<file path="src/design/deq_pkg.sv">
// shared types and constants for the double-ended queue
// no dependencies

`timescale 1ns / 1ps
`default_nettype none

package deq_pkg;

    localparam int VALUE_W = 32;
    localparam int COUNT_W = 5;

    typedef enum logic [1:0] {
        CMD_PUSH_FRONT = 2'd0,
        CMD_PUSH_BACK  = 2'd1,
        CMD_POP_BACK   = 2'd2,
        CMD_POP_FRONT  = 2'd3
    } t_cmd;

    typedef enum logic [1:0] {
        ST_OK        = 2'd0,
        ST_UNDERFLOW = 2'd1,
        ST_OVERFLOW  = 2'd2
    } t_status;

    // controller to datapath
    typedef struct packed {
        logic load_in;
        logic push;
        logic pop;
        logic exec;
        logic load_out;
    } t_dp_cmd;

    // datapath to controller
    typedef struct packed {
        logic is_push;
        logic full;
        logic empty;
    } t_dp_stat;

endpackage

`default_nettype wire

</file>
<file path="src/design/double_ended_queue_top.sv">
// top level of the double-ended queue: controller plus datapath
// depends on deq_pkg, deq_ctrl, deq_dp and deq_ram

// Each input item is one command (push front, push back, pop back, pop front) and
// yields exactly one result item with the popped value (zero unless a pop
// succeeded), a status (ok, underflow on an empty pop, overflow on a full push)
// and the entry count after the command, reported in 5 bits. A command is
// accepted, then accesses the single-port entry ram and moves the head pointer
// and count, then loads the output register once that register is free. The next
// command is accepted as soon as the result sits in the output register, even if
// it has not been taken yet. Entries live in a ram of DEPTH words that needs no
// clearing after reset.

`timescale 1ns / 1ps
`default_nettype none

module double_ended_queue_top #(
    parameter int DEPTH = 16
) (
    input  wire logic        i_clk,
    input  wire logic        i_rst_n,
    input  wire logic        i_s_axis_tvalid,
    output logic             o_s_axis_tready,
    input  wire logic [31:0] i_s_axis_tdata,  // value[31:0]
    input  wire logic [1:0]  i_s_axis_tuser,  // cmd[1:0]
    output logic             o_m_axis_tvalid,
    input  wire logic        i_m_axis_tready,
    output logic      [39:0] o_m_axis_tdata,  // popped_value[31:0], count[36:32], zero[39:37]
    output logic      [1:0]  o_m_axis_tuser   // status[1:0]
);

    import deq_pkg::*;

    t_dp_cmd            cmd_bus;
    t_dp_stat           stat;
    logic [VALUE_W-1:0] popped_value;
    t_status            status;
    logic [COUNT_W-1:0] count;

    deq_ctrl u_ctrl (
        .i_clk      (i_clk),
        .i_rst_n    (i_rst_n),
        .i_in_valid (i_s_axis_tvalid),
        .o_in_ready (o_s_axis_tready),
        .o_out_valid(o_m_axis_tvalid),
        .i_out_ready(i_m_axis_tready),
        .i_stat     (stat),
        .o_cmd_bus  (cmd_bus)
    );

    deq_dp #(
        .DEPTH(DEPTH)
    ) u_dp (
        .i_clk         (i_clk),
        .i_rst_n       (i_rst_n),
        .i_cmd_bus     (cmd_bus),
        .o_stat        (stat),
        .i_cmd         (t_cmd'(i_s_axis_tuser)),
        .i_value       (i_s_axis_tdata),
        .o_popped_value(popped_value),
        .o_status      (status),
        .o_count       (count)
    );

    assign o_m_axis_tdata = {3'b000, count, popped_value};
    assign o_m_axis_tuser = status;

endmodule

`default_nettype wire

</file>
<file path="src/design/deq_ram.sv">
// generic single-port ram with registered read
// no dependencies

`timescale 1ns / 1ps
`default_nettype none

module deq_ram #(
    parameter int WIDTH = 32,
    parameter int DEPTH = 16
) (
    input  wire logic                     i_clk,
    input  wire logic                     i_we,
    input  wire logic                     i_re,
    input  wire logic [$clog2(DEPTH)-1:0] i_addr,
    input  wire logic [WIDTH-1:0]         i_wdata,
    output logic      [WIDTH-1:0]         o_rdata
);

    logic [WIDTH-1:0] r_mem [DEPTH];
    logic [WIDTH-1:0] r_rdata;

    always_ff @(posedge i_clk) begin
        if (i_we) begin
            r_mem[i_addr] <= i_wdata;
        end
        if (i_re) begin
            r_rdata <= r_mem[i_addr];
        end
    end

    assign o_rdata = r_rdata;

endmodule

`default_nettype wire

</file>
<file path="src/design/deq_dp.sv">
// datapath: head pointer, count, entry ram and result registers
// depends on deq_pkg and deq_ram

`timescale 1ns / 1ps
`default_nettype none

module deq_dp #(
    parameter int DEPTH = 16
) (
    input  wire logic                            i_clk,
    input  wire logic                            i_rst_n,
    input  wire deq_pkg::t_dp_cmd                i_cmd_bus,
    output deq_pkg::t_dp_stat                    o_stat,
    input  wire deq_pkg::t_cmd                   i_cmd,
    input  wire logic [deq_pkg::VALUE_W-1:0]     i_value,
    output logic      [deq_pkg::VALUE_W-1:0]     o_popped_value,
    output deq_pkg::t_status                     o_status,
    output logic      [deq_pkg::COUNT_W-1:0]     o_count
);

    import deq_pkg::*;

    localparam int AW = $clog2(DEPTH);
    localparam int CW = $clog2(DEPTH + 1);
    localparam int SW = CW + 1;
    localparam logic [SW-1:0] DEPTH_S = SW'(DEPTH);
    localparam logic [AW-1:0] LAST    = AW'(DEPTH - 1);

    t_cmd              r_cmd;
    logic [VALUE_W-1:0] r_value;
    logic [AW-1:0]     r_head;
    logic [CW-1:0]     r_count;
    logic              r_read;
    t_status           r_status;
    logic [VALUE_W-1:0] r_out_value;
    t_status           r_out_status;
    logic [COUNT_W-1:0] r_out_count;

    logic              is_front;
    logic [AW-1:0]     head_inc;
    logic [AW-1:0]     head_dec;
    logic [SW-1:0]     back_sum;
    logic [AW-1:0]     back_slot;
    logic [AW-1:0]     addr;
    logic [VALUE_W-1:0] rdata;

    assign is_front = (r_cmd inside {CMD_PUSH_FRONT, CMD_POP_FRONT});
    assign head_inc = (r_head == LAST) ? '0 : r_head + AW'(1);
    assign head_dec = (r_head == '0) ? LAST : r_head - AW'(1);

    // push back writes at head+count, pop back reads at head+count-1
    always_comb begin
        back_sum = SW'(r_head) + SW'(r_count);
        if (!o_stat.is_push) begin
            back_sum = back_sum - SW'(1);
        end
        if (back_sum >= DEPTH_S) begin
            back_sum = back_sum - DEPTH_S;
        end
        back_slot = back_sum[AW-1:0];
    end

    always_comb begin
        if (is_front) begin
            addr = o_stat.is_push ? head_dec : r_head;
        end else begin
            addr = back_slot;
        end
    end

    assign o_stat.is_push = (r_cmd inside {CMD_PUSH_FRONT, CMD_PUSH_BACK});
    assign o_stat.full    = (r_count == CW'(DEPTH));
    assign o_stat.empty   = (r_count == '0);

    deq_ram #(
        .WIDTH(VALUE_W),
        .DEPTH(DEPTH)
    ) u_ram (
        .i_clk  (i_clk),
        .i_we   (i_cmd_bus.push),
        .i_re   (i_cmd_bus.pop),
        .i_addr (addr),
        .i_wdata(r_value),
        .o_rdata(rdata)
    );

    always_ff @(posedge i_clk) begin
        if (!i_rst_n) begin
            r_head  <= '0;
            r_count <= '0;
        end else begin
            if (i_cmd_bus.push) begin
                r_count <= r_count + CW'(1);
                if (is_front) begin
                    r_head <= head_dec;
                end
            end else if (i_cmd_bus.pop) begin
                r_count <= r_count - CW'(1);
                if (is_front) begin
                    r_head <= head_inc;
                end
            end
        end
    end

    always_ff @(posedge i_clk) begin
        if (i_cmd_bus.load_in) begin
            r_cmd   <= i_cmd;
            r_value <= i_value;
        end
        if (i_cmd_bus.exec) begin
            r_read <= i_cmd_bus.pop;
            if (o_stat.is_push && o_stat.full) begin
                r_status <= ST_OVERFLOW;
            end else if (!o_stat.is_push && o_stat.empty) begin
                r_status <= ST_UNDERFLOW;
            end else begin
                r_status <= ST_OK;
            end
        end
        if (i_cmd_bus.load_out) begin
            r_out_value  <= r_read ? rdata : '0;
            r_out_status <= r_status;
            r_out_count  <= COUNT_W'(r_count);
        end
    end

    assign o_popped_value = r_out_value;
    assign o_status       = r_out_status;
    assign o_count        = r_out_count;

endmodule

`default_nettype wire

</file>
<file path="src/design/deq_ctrl.sv">
// controller: sequences accept, execute and result load, owns the handshakes
// depends on deq_pkg

`timescale 1ns / 1ps
`default_nettype none

module deq_ctrl (
    input  wire logic              i_clk,
    input  wire logic              i_rst_n,
    input  wire logic              i_in_valid,
    output logic                   o_in_ready,
    output logic                   o_out_valid,
    input  wire logic              i_out_ready,
    input  wire deq_pkg::t_dp_stat i_stat,
    output deq_pkg::t_dp_cmd       o_cmd_bus
);

    import deq_pkg::*;

    typedef enum logic [1:0] {
        S_IDLE,
        S_EXEC,
        S_DONE
    } t_state;

    t_state r_state;
    t_state n_state;
    logic   r_out_valid;
    logic   out_free;

    assign out_free = !r_out_valid || i_out_ready;

    always_comb begin
        o_cmd_bus.load_in  = (r_state == S_IDLE) && i_in_valid;
        o_cmd_bus.exec     = (r_state == S_EXEC);
        o_cmd_bus.push     = (r_state == S_EXEC) && i_stat.is_push && !i_stat.full;
        o_cmd_bus.pop      = (r_state == S_EXEC) && !i_stat.is_push && !i_stat.empty;
        o_cmd_bus.load_out = (r_state == S_DONE) && out_free;
    end

    always_comb begin
        n_state = r_state;
        case (r_state)
            S_IDLE: begin
                if (i_in_valid) begin
                    n_state = S_EXEC;
                end
            end
            S_EXEC: begin
                n_state = S_DONE;
            end
            S_DONE: begin
                if (out_free) begin
                    n_state = S_IDLE;
                end
            end
            default: begin
                n_state = S_IDLE;
            end
        endcase
    end

    always_ff @(posedge i_clk) begin
        if (!i_rst_n) begin
            r_state     <= S_IDLE;
            r_out_valid <= 1'b0;
        end else begin
            r_state <= n_state;
            if (o_cmd_bus.load_out) begin
                r_out_valid <= 1'b1;
            end else if (i_out_ready) begin
                r_out_valid <= 1'b0;
            end
        end
    end

    assign o_in_ready  = (r_state == S_IDLE);
    assign o_out_valid = r_out_valid;

endmodule

`default_nettype wire

</file>
<file path="config.mk">
export PLATFORM = sky130hd
export DESIGN_NAME = double_ended_queue_top
export DESIGN_NICKNAME = d
export VERILOG_FILES = /design/src/design/deq_pkg.sv /design/src/design/double_ended_queue_top.sv /design/src/design/deq_ram.sv /design/src/design/deq_dp.sv /design/src/design/deq_ctrl.sv
export SDC_FILE = /design/constraint.sdc
export NUM_CORES = 1
export LEC_CHECK = 0
export BUFFER_PORTS_ARGS = -buffer_cell sky130_fd_sc_hd__buf_4
export CORE_MARGIN = 2
export CORE_UTILIZATION = 54
export CTS_BUF_LIST = sky130_fd_sc_hd__clkbuf_4
export DETAILED_ROUTE_END_ITERATION = 12
export PLACE_DENSITY = 0.71
export SYNTH_ARGS = -nofsm -noshare
export SYNTH_HDL_FRONTEND = slang
export SYNTH_SLANG_ARGS = --single-unit
</file>
<file path="constraint.sdc">
create_clock -name i_clk -period 6.3 [get_ports i_clk]
set_clock_uncertainty 0.1 [all_clocks]
set_input_delay 1.26 -clock i_clk [delete_from_list [all_inputs] [get_ports i_clk]]
set_output_delay 1.26 -clock i_clk [all_outputs]
set_load 0.01 [all_outputs]
</file>
==> flow_metrics.py <==
metrics = {
    "run_status": {
        "status": "completed",
    },
    "synthesis": {
        "ys_seq_area_share_pct": 77.95,
        "synth_adder_area_share_pct": 0.7344,
        "netlist_area_um2": 24190,
        "synth_compound_area_share_pct": 2.229,
        "synthCells": 1287,
        "synth_ff_type": "edfxtp_1",
        "yosys.area.top_type": "edfxtp_1",
        "yosys_register_bits": 632,
        "synth.mux.area_fraction_pct": 10.58,
        "yosysWarnings": 0,
        "synth_area_leaders": "edfxtp_1 (77%), mux4_2 (9.1%), nand2_1 (2.7%)",
        "synth_cell_type_count": 46,
        "avgSynthCellArea_um2": 18.80,
        "synth-simple-area-share_pct": 6.408,
        "synth_edf_count": 620,
        "post_synth_xor_area_fraction_pct": 0.4551,
        "synth_top_area_share_pct": 76.95,
        "async_flop_share_pct": 0,
        "synth_top_family_by_area": "multiplexers",
    },
    "setup_path": {
        "cp_top_family": "simple AND/OR/NAND/NOR gates",
        "endpoint_kind": "register",
        "cpMaxStageDelayCell": "nor3_2",
        "crit_chain": "ha_1 > fa_1 > nor4_4 > xnor3_1 > mux2_2 > or2_4 > nor3_2 > buf_12",
        "slowest_delay_ns": 0.87,
        "critPathArrivalTime_ns": 5.00,
        "critPathLaunchType": "register",
        "critPathRequiredTime_ns": 6.80,
        "worstSetupPathType": "reg -> reg",
        "cp_num_buf_inv": 1,
        "critPathMaxFanout": 22,
    },
    "global_routing": {
        "grt_max_degree": 161,
        "grt_usage_pct": 22.94,
        "grt_antenna_before_repair": 2,
        "grt_pass1_vias": 13320,
        "grt_pass1_wl_um": 77880,
        "gr-total-overflow": 0,
    },
    "clock_tree": {
        "ctsResizeCount": 0,
        "postCtsSetupRepairBufs": 0,
        "cts_root_buf": "clkbuf_4",
        "htree_num_levels": 4,
        "clk_latency_ns": 0.94,
        "clock_path_buffers": 3,
        "cts_buffers": 161,
        "clk_pin_slew_ns": 0.07,
        "cts.sinks": 632,
        "tritoncts": "yes",
        "ctsHoldBuffers": 0,
    },
    "pwr": {
        "ir_worst_vdd_v": 0.0003233,
        "power.density_nw_per_um2": 346.5,
        "p_leak_nw": 9.516,
    },
    "routing": {
        "ant_nets": 0,
        "route.detailed.drc": 0,
        "wire_per_inst_um": 23.37,
        "vias_per_cell": 5.714,
        "drtIter0Drc": 1129,
        "num_vias": 12510,
        "postRouteWirelength_um": 51160,
        "drt-pass1-iter-count": 8,
    },
    "timing": {
        "timing.final.max_slew_violations": 0,
        "tightest_slew_ns": 1.243,
        "final-hold-violation-count": 0,
        "setup-tns-final_ns": 0,
        "finalSetupViolCount": 0,
        "setup_ws_ns": 1.801,
        "min_period_ns": 4.499,
        "max_freq_mhz": 222.3,
        "rsz0062_at_grt": "false",
        "period_share_pct": 71.41,
        "slew_headroom_pct": 16.68,
    },
    "placement": {
        "gp_congestion": 0.8210,
        "post-place-ws_ns": 1.835,
        "portBuffers": 78,
        "dpl.hpwl_um": 27210,
    },
    "finish": {
        "mostFrequentLayoutCells": "edfxtp_1 (620), clkbuf_4 (227), nand2_1 (171)",
        "nets": 1548,
        "final_common_cell": "edfxtp_1",
        "synthToLayoutAreaGrowth_pct": 14.11,
        "post-route-util_pct": 62.43,
        "final_layout_size_suffix_gt1_share_pct": 30.19,
    },
    "flow_run": {
        "cap_violations": 0,
    },
    "die": {
        "die_h_um": 215.7,
        "ios": 82,
        "die_w_um": 215.7,
        "fp-row-count": 77,
        "start_util_pct": 54.71,
        "core_um2": 44220,
        "die_area_um2": 46510,
    },
    "worst_hold_path": {
        "hold_path.class": "reg -> reg",
    },
}
## final timing paths
check / startpoint / endpoint / slack [ns] / cells past startpoint
max: u_dp.r_count[0] / u_dp.u_ram.r_mem[9][28] / 1.80 / 8
min: u_dp.r_status[1] / u_dp.o_status[1] / 0.31 / 0
max reg2reg: u_dp.r_count[0] / u_dp.u_ram.r_mem[9][28] / 1.80 / 8
min reg2reg: u_dp.r_status[1] / u_dp.o_status[1] / 0.31 / 0
## through the flow
stage / hold WS (ns) / cells / total power, mW / cell area [um2]
finish: 0.3080 / 2189 / 9.566 / 27610
global route: 0.2601 / 2189 / 10.02 / 27610
CTS: 0.2443 / 2185 / 9.685 / 27600
detailed placement: 0.3056 / 1926 / 6.318 / 25660
global placement: 0.3008 / 1926 / 6.294 / 25660
floorplan: 0.3003 / 1289 / 5.915 / 24200
## where the power goes
part           internal [mW]  total, mW  switching [mW]
clock                   1.80       3.35            1.55
sequential              4.73       4.81          0.0770
combinational          0.589       1.41           0.818
## metal layers
metal | global-route usage (%) | vias up | wire [um]
met5 | 0 | - | 0
met4 | 10.09 | 0 | 1027
met3 | 6.314 | 59 | 3819
met2 | 36.10 | 497 | 25520
met1 | 30.34 | 6374 | 20790
li1 | - | 5578 | -
## synth_stat cells, drive strengths merged, types with 3 or more instances
cell,number
a21boi,3
a21o,4
a21oi,9
a221oi,32
and2,36
and3,4
buf,31
clkbuf,40
dfxtp,12
edfxtp,620
ha,11
inv,12
mux2i,33
mux4,98
nand2,171
nand2b,4
nand3,65
nor2,38
nor3,18
nor4,3
o211a,3
o21ai,6
xnor2,8
## worst reg2reg max path, stage by stage, from the launching register on
cell and delay (ns):
dfxtp_1 0.48, ha_1 0.24, fa_1 0.49, nor4_4 0.32
xnor3_1 0.39, mux2_2 0.57, or2_4 0.39, nor3_2 0.87
buf_12 0.30
## state kept, by name (all words and copies together), names as in the netlist
signal,flops
u_dp.o_count,5
u_dp.o_popped_value,32
u_dp.r_read,1
u_dp.r_count,5
u_dp.r_value,32
u_ctrl.o_out_valid,1
u_dp.r_cmd,2
u_dp.r_head,4
u_dp.o_status,2
u_dp.u_ram.r_mem,512
u_ctrl.r_state,2
u_dp.u_ram.o_rdata,32
u_dp.r_status,2
## cell type report
class | count | area (um2)
Fill cell | 3136 | 16610
Clock buffer | 227 | 1704
Inverter | 12 | 45.04
Clock inverter | 32 | 236.5
Tap cell | 592 | 740.7
Multi-Input combinational cell | 574 | 5066
Sequential cell | 632 | 18860
Timing Repair Buffer | 116 | 945.9
Antenna cell | 4 | 10.01
## cells by family (layout without fill, tap and decap cells)
kind of cell,Yosys count,after routing
fa+ha+maj,13,13
buf+inv,83,387
simple gates,345,345
mux,133,133
xor+xnor,11,11
other cells,1,7
flops,632,632
compound gates,69,69
(Power assumes the default switching activity.)
